==> src/rtl/gha_pkg.sv <==
// Shared types and constants of the generational handle allocator.
package gha_pkg;

    localparam int SLOT_COUNT = 1024;
    localparam int IDX_W      = $clog2(SLOT_COUNT);
    localparam int CNT_W      = $clog2(SLOT_COUNT + 1);

    localparam int HIDX_W = 10;
    localparam int GEN_W  = 8;
    localparam int LIVE_W = 11;

    // common width for index and count compares and conversions
    localparam int EXT_W = (CNT_W > LIVE_W) ? CNT_W : LIVE_W;

    typedef enum logic [1:0] {
        REQ_CREATE  = 2'd0,
        REQ_DESTROY = 2'd1,
        REQ_CHECK   = 2'd2,
        REQ_CLEAR   = 2'd3
    } t_req_type;

    typedef struct packed {
        logic             alive;
        logic [GEN_W-1:0] gen;
    } t_slot_entry;

    typedef struct packed {
        logic [GEN_W-1:0] gen;
        logic [IDX_W-1:0] idx;
    } t_stack_entry;

    typedef struct packed {
        logic [HIDX_W-1:0] index;
        logic [GEN_W-1:0]  gen;
        logic              success;
        logic              pool_full;
        logic [LIVE_W-1:0] live;
    } t_result;

endpackage

==> src/rtl/gha_result_reg.sv <==
// Result register between the request stage and the output stream.
module gha_result_reg (
    input  logic             i_clk,
    input  logic             i_rst_n,
    input  logic             i_valid,
    output logic             o_ready,
    input  gha_pkg::t_result i_res,
    output logic             o_valid,
    input  logic             i_ready,
    output gha_pkg::t_result o_res
);

    logic             r_valid;
    gha_pkg::t_result r_res;
    logic             load;

    assign o_ready = !r_valid || i_ready;
    assign load    = i_valid && o_ready;
    assign o_valid = r_valid;
    assign o_res   = r_res;

    always_ff @(posedge i_clk) begin
        if (!i_rst_n) begin
            r_valid <= 1'b0;
        end else if (o_ready) begin
            r_valid <= i_valid;
        end
    end

    always_ff @(posedge i_clk) begin
        if (load) begin
            r_res <= i_res;
        end
    end

endmodule
==> config.mk <==
export PLATFORM = sky130hd
export DESIGN_NAME = gha_result_reg
export DESIGN_NICKNAME = d
export VERILOG_FILES = /design/src/rtl/gha_pkg.sv /design/src/rtl/gha_result_reg.sv
export SDC_FILE = /design/constraint.sdc
export NUM_CORES = 1
export LEC_CHECK = 0
export BUFFER_PORTS_ARGS = -buffer_cell sky130_fd_sc_hd__buf_2
export CORE_UTILIZATION = 39
export DETAILED_ROUTE_END_ITERATION = 8
export GPL_ROUTABILITY_DRIVEN = 0
export PLACE_DENSITY = 0.76
export SLEW_MARGIN = 10
export SYNTH_ARGS = -nofsm -noshare
export SYNTH_HDL_FRONTEND = slang
export SYNTH_SLANG_ARGS = --single-unit
==> constraint.sdc <==
create_clock -name i_clk -period 1.3 [get_ports i_clk]
set_input_delay 0.13 -clock i_clk [delete_from_list [all_inputs] [get_ports i_clk]]
set_output_delay 0.13 -clock i_clk [all_outputs]
set_load 0.005 [all_outputs]
==> results of run 1 <==
==> logic make-up after synthesis <==
group	synth area share [%]
DFF	96.2
buffers and inverters	0.379
AOI/OAI and AO/OA	1.14
and+or+nand+nor	2.28
==> layout by cell type, fill, tap and decap left out <==
| cell | count |
|---|---|
| clkinv_2 | 1 |
| nand2b_4 | 1 |
| inv_1 | 1 |
| a21boi_2 | 1 |
| clkbuf_4 | 5 |
| buf_2 | 67 |
| and2_4 | 1 |
| edfxtp_1 | 31 |
| buf_12 | 1 |
| dlygate4sd3_1 | 31 |
| dfxtp_1 | 1 |
| clkbuf_1 | 1 |
==> metal layers <==
metal,part of all wire (%),vias up,GRT usage (%)
met5,0,-,0
met4,3.2,0,12.7
met3,10,9,6.67
met2,52,52,27.8
met1,35,310,16.5
li1,-,354,-
==> layout make-up <==
| type | count | share of cell area (%) |
|---|---|---|
| Clock inverter | 1 | 0.288 |
| Tap cell | 28 | 2.02 |
| Clock buffer | 6 | 2.38 |
| Timing Repair Buffer | 99 | 38.4 |
| Inverter | 1 | 0.216 |
| Sequential cell | 32 | 54.8 |
| Multi-Input combinational cell | 3 | 1.95 |
==> cell usage after synthesis <==
master,count,area share (%)
edfxtp_1,31,94
inv_1,1,0.38
dfxtp_1,1,2.0
nand2b_4,1,1.4
and2_4,1,0.89
a21boi_2,1,1.1
==> worst min path at each step <==
stage / startpoint / to / slack (ns) / cells after the start
after global placement: i_res[12] / o_res[12] / 0.31 / 1
final: i_rst_n / o_valid / 0.05 / 2
after CTS: i_res[0] / o_res[0] / 0.007 / 1
after floorplan: i_res[0] / o_res[0] / 0.23 / 0
after global routing: i_rst_n / o_valid / 0.03 / 2
after detailed placement: i_res[17] / o_res[17] / 0.31 / 1
==> flip-flops by register name, summed over array words and instances, names as in the netlist <==
register,cells
o_res,31
o_valid,1
==> worst reg2reg max path: cells and delay by family (launching register included) <==
family | cells | cell delay, ns
buffers and inverters | 1 | 0.19
and+or+nand+nor | 2 | 0.23
DFF | 1 | 0.34
==> timing repair <==
action / CTS / global route
hold endpoints to repair: 30 / 1
hold buffers: 30 / 1
setup endpoints to repair: 0 / 0
==> power by group through the flow <==
stage	Sequential (mW)	Clock [mW]	Combinational, mW
6_report	1.21	0.486	0.230
5_1_grt	1.22	0.564	0.251
3_3_place_gp	1.24	0	0.151
3_5_place_dp	1.24	0	0.158
4_1_cts	1.22	0.509	0.227
2_1_floorplan	1.25	0	0.0267
==> summary.md, run 1 <==
| Metric | Value |
|---|---|
| Starting Density | `43.0%` |
| Slew Limit Fails | `0` |
| Relative slew slack | `89.1%` |
| Hold/Removal Path Class | `input pin to flip-flop` |
| CP max stage delay | `0.34 ns` |
| Status | `complete, no violations` |
| Detailed Routing Iterations Pass 1 | `1` |
| Max Clk Rate | `~0.94 GHz` |
| P&R area growth vs syn | `75.6%` |
| Clock latency on the worst-skew pair | `0.32 ns` |
| First-pass GRT wire length | `~3000 um` |
| Via density | `about 4.3` |
| Die footprint | `between 0.002 and 0.003 mm2` |
| CTS tree | `yes` |
| Average wire per standard cell | `between 10 and 15 um` |
| Diodes inserted | `0` |
| Setup_tns | `0 ns` |
| Layout cell share with drive strength beyond 1 | `54.2%` |
| CP Data Required Time | `between 1 and 1.5 ns` |
| Post-layout min period | `1.06 ns` |
| Clock slew at reported path FFs | `roughly 0.080 ns` |
| All-layer global routing usage | `16.8%` |
| Worst Tran Pin Value | `0.163 ns` |
| Row count | `17` |
| Combinational Power Share | `11.9%` |
| Internal power | `1.55 mW` |
| Place WS | `~0.24 ns` |
| Netlist cell types | `6` |
| Worst r2r path cells | `3` |
| Mapped Area | `988 um2` |
| Core Area | `0.00230 mm2` |
| Setup slack, reg-to-reg | `around 0.24 ns` |
| Placed instance area | `0.00138 mm2` |
| Max cap viols | `0` |
| CTS Buf Count | `5` |
| FF/Latch Area | `951 um2` |
| I/O pin total | `68` |
| Clock power frac | `25.2%` |
| Slowest CP cell | `dfxtp_1` |
| Largest net degree at the start of global routing | `32` |
| WP depth | `3` |
| Hold slack final | `0.0548 ns` |
| Die Y | `52.3 um` |
| VDD IR max | `roughly 0.00096 V` |
| RSZ-0062 raised after global routing | `no` |
| Design area | `0.00174 mm2` |
| Max FO, Critical Path | `31` |
| Via count | `around 730` |
| Vias in the first global route | `703` |
| Grt ovf | `0` |
| FF+latch count, synth | `32` |
| P per Cell Area | `1110 mW/mm2` |
| Final Core Density | `75.5%` |
| Cells after Synth | `36` |
| Leak | `~0.76 nW` |
| Final instance count without filler cells | `170` |
| Syn avg cell area | `between 20 and 30 um2` |
| Worst setup EP type | `flip-flop` |
| Startpoint types | `flip-flop` |
| Worst Setup EP | `o_res[15]` |
| Iter 0 DRT Violations | `0` |
| Remaining antenna violation count | `0` |
| Bufs on Longest Clock Path | `2` |
| Flop pwr share | `62.9%` |
| Area of the multi-input gates | `33.8 um2` |
| Total power | `about 1.9 mW` |
| Post-CTS setup buffers | `0` |
| YS warnings | `0` |
| DIE WIDTH | `52.3 um` |
| Data arrival, critical path | `1.08 ns` |
| Reg2reg start | `o_valid` |
| Final Hold Fails | `0` |
| CTS H-tree lvls | `2` |
| Final count of negative-setup-slack endpoints | `0` |
| Root buffer selected by CTS | `clkbuf_4` |
| Cts repair resizes | `0` |
| Final #Nets | `177` |
| Crit Path Class | `flip-flop to flip-flop` |
| Cell Chain, Critical Path | `nand2b_4 > and2_4 > buf_12` |
| CP top delay family | `flip-flops` |
| Tcrit/Tclk final | `approximately 82%` |
| Crit path launch | `o_valid` |
| Seq/Total Area, Yosys | `96.2%` |
| Setup WS post-layout | `approximately 0.24 ns` |
| Net Sw Frac | `19.9%` |
| CTS sink count | `32` |
| CP Buf/Inv Count | `1` |
| Fill count | `143` |
| Mapped Nets | `71` |
| Initial antenna violation count | `0` |
| Drt drc | `0` |
| Placed Instances | `roughly 130` |
| Routed WL | `around 2100 um` |
| R2R Path End | `o_res[15]` |
| Port Buf Inserts | `67` |
| Clk_skew | `around 0.0073 ns` |
| Net load switching power | `about 0.38 mW` |
No activity file was read; power rests on OpenSTA's default activity.
==> run 2: changes to the inputs <==
- CORE_UTILIZATION: 39 -> 35
- PLACE_DENSITY: 0.76 -> 0.72
- clock period: 1.3 -> 0.95 ns (I/O delays scaled with it)
==> run 2 against run 1 <==
  * The flow now finishes with violations (negative setup slack)
  * Register-to-register slack worse by 0.33 ns
  * Clock skew rose by 0.011 ns
  * Power increased by 54%
  * Via count up 4.1%
  * Cell count grew 2.9%
==> summary.md, run 2 (same netlist as run 1, synthesis figures left out) <==
| Metric | Value |
|---|---|
| Status | `complete, but fails checks` |
| Violated checks | `negative setup slack` |
| Average wire per standard cell | `12.8 um (+2.8%)` |
| I/O pin total | `68 (unchanged)` |
| CTS sink count | `32 (unchanged)` |
| RSZ-0062 raised after global routing | `yes` |
| Remaining antenna violation count | `0 (unchanged)` |
| Relative slew slack | `93.5% (+4.4 points)` |
| Max Clk Rate | `0.961 GHz (+2.2%)` |
| First-pass GRT wire length | `3270 um (+11%)` |
| CP Data Required Time | `0.98 ns (-0.34 ns)` |
| Die footprint | `0.00304 mm2 (+11%)` |
| Post-layout min period | `1.04 ns (-0.0231 ns)` |
| Clock slew at reported path FFs | `0.10 ns (+0.02 ns)` |
| Core Area | `0.00257 mm2 (+12%)` |
| Leak | `0.787 nW (+3.7%)` |
| Worst setup EP type | `flip-flop` |
| Max FO, Critical Path | `17 (-45%)` |
| Iter 0 DRT Violations | `13 (+13)` |
| Met3 Routed Length | `224 um (+2.3%)` |
| CTS Buf Count | `5 (unchanged)` |
| R2R Path End | `o_res[26]` |
| Grt ovf | `0 (unchanged)` |
| Starting Density | `38.5% (-4.5 points)` |
| Final count of negative-setup-slack endpoints | `37 (+37)` |
| Max reg flops | `31 (unchanged)` |
| Port Buf Inserts | `67 (unchanged)` |
| Diodes inserted | `0 (unchanged)` |
| Area of the multi-input gates | `33.8 um2 (unchanged)` |
| Initial antenna violation count | `0 (unchanged)` |
| Layout cell share with drive strength beyond 1 | `55.9% (+1.6 points)` |
| Bufs on Longest Clock Path | `2 (unchanged)` |
| Most frequent cells in the layout | `67 x buf_2, 31 x dlygate4sd3_1, 31 x edfxtp_1, 5 x clkbuf_4, 2 x buf_12` |
| Fill count | `203 (+42%)` |
| Startpoint types | `flip-flop` |
| Crit Path Class | `flip-flop to flip-flop` |
| Clk_skew | `0.0180 ns (+0.0107 ns)` |
| Hold Crit Depth | `3 (+1)` |
| Hold/Removal Path Class | `input pin to flip-flop` |
| Worst r2r path cells | `3 (unchanged)` |
| WL met1 | `774 um (+5.4%)` |
| Max cap viols | `0 (unchanged)` |
| Final instance count without filler cells | `175 (+2.9%)` |
| Vias in the first global route | `727 (+3.4%)` |
| FF/Latch Area | `952 um2 (+0.13%)` |
| Row count | `18 (+1)` |
| VDD IR max | `0.00125 V (+30%)` |
| Final #Nets | `179 (+1.1%)` |
| Beginning of the worst hold path | `i_valid` |
| Placed instance area | `0.00140 mm2 (+1.7%)` |
| Tcrit/Tclk final | `110% (+28 points)` |
| DIE WIDTH | `55.1 um (+5.3%)` |
| Data arrival, critical path | `1.07 ns (about the same)` |
| Worst Hold End | `o_valid` |
| Slew Limit Fails | `0 (unchanged)` |
| Reg2reg start | `o_valid` |
| All-layer global routing usage | `17.5% (+0.76 points)` |
| Placed Instances | `135 (+2.3%)` |
| Largest net degree at the start of global routing | `18 (-44%)` |
| Die Y | `55.1 um (+5.3%)` |
| Worst Tran Pin Value | `0.0965 ns (-0.0664 ns)` |
| Final Hold Fails | `0 (unchanged)` |
| Via density | `4.31 (+1.2%)` |
| P&R area growth vs syn | `81.8%` |
| Final Core Density | `70.0% (-5.6 points)` |
| CTS tree | `yes` |
| DR top layer | `met4` |
| Commonest non-fill, non-tap cell in the layout | `buf_2` |
| Setup slack, reg-to-reg | `-0.09 ns (-0.33 ns)` |
| Via count | `755 (+4.1%)` |
| Clock latency on the worst-skew pair | `0.33 ns (about the same)` |
| Detailed Routing Iterations Pass 1 | `4 (+3)` |
| Setup WS post-layout | `-0.0908 ns (-0.327 ns)` |
| Metal2 WL | `1200 um (+9.8%)` |
| P per Cell Area | `1660 mW/mm2 (+49%)` |
| Root buffer selected by CTS | `clkbuf_4` |
| Drt drc | `0 (unchanged)` |
| Cts repair resizes | `0 (unchanged)` |
| Design area | `0.00180 mm2 (+3.5%)` |
| CTS H-tree lvls | `2 (unchanged)` |
| Routed WL | `2240 um (+5.9%)` |
## run 2: area by class of cell
| class | instances | share of cell area (%) |
|---|---|---|
| clock buffers | 6 | 2.30 |
| clock inverters | 2 | 1.95 |
| inverters | 1 | 0.209 |
| multi-input cells | 3 | 1.88 |
| flip-flops and latches | 32 | 53.0 |
| well taps | 30 | 2.09 |
| repair buffers | 101 | 38.6 |
## run 2: through the flow
step                worst slack, ns  setup TNS, ns  hold slack, ns  power, mW
floorplan                    -0.115          -3.55           0.194       1.75
global placement            -0.0389          -1.03           0.271       1.91
detailed placement          -0.0699          -2.01           0.273       1.92
CTS                         -0.0771          -1.96         0.00433       2.99
global route                 -0.120          -4.01          0.0204       3.10
finish                      -0.0908          -2.32          0.0152       2.98
## run 2: worst max path at each step
| stage | from | to | slack [ns] |
|---|---|---|---|
| 2_1_floorplan | o_valid | o_res[0] | -0.11 |
| 3_3_place_gp | o_valid | o_res[29] | -0.04 |
| 3_5_place_dp | o_valid | o_res[19] | -0.07 |
| 4_1_cts | o_valid | o_res[19] | -0.08 |
| 5_1_grt | o_valid | o_res[29] | -0.12 |
| 6_report | o_valid | o_res[26] | -0.09 |
## run 2: power by group
group	switching [mW]	internal [mW]	leakage, nW	total (mW)
Combinational	0.116	0.214	0.436	0.330
Sequential	0.0226	1.64	0.308	1.67
Clock	0.432	0.552	0.0422	0.984
Total	0.571	2.41	0.787	2.98
## run 2: worst max-delay path: stages (launching register included)
cell,delay (ns)
dfxtp_2,0.35
nand2b_4,0.07
and2_4,0.17
buf_12,0.15
## run 2: routing by layer
layer,vias to the layer above,track usage (%)
li1,357,-
met1,344,16.6
met2,48,31.5
met3,6,8.74
met4,0,7.50
met5,-,0
## run 2: timing repair
action | 4_1_cts | 5_1_grt
hold endpoints to repair | 31 | 0
setup endpoints to repair | 35 | 59
hold buffers | 31 | 0
setup buffers | 1 | 0
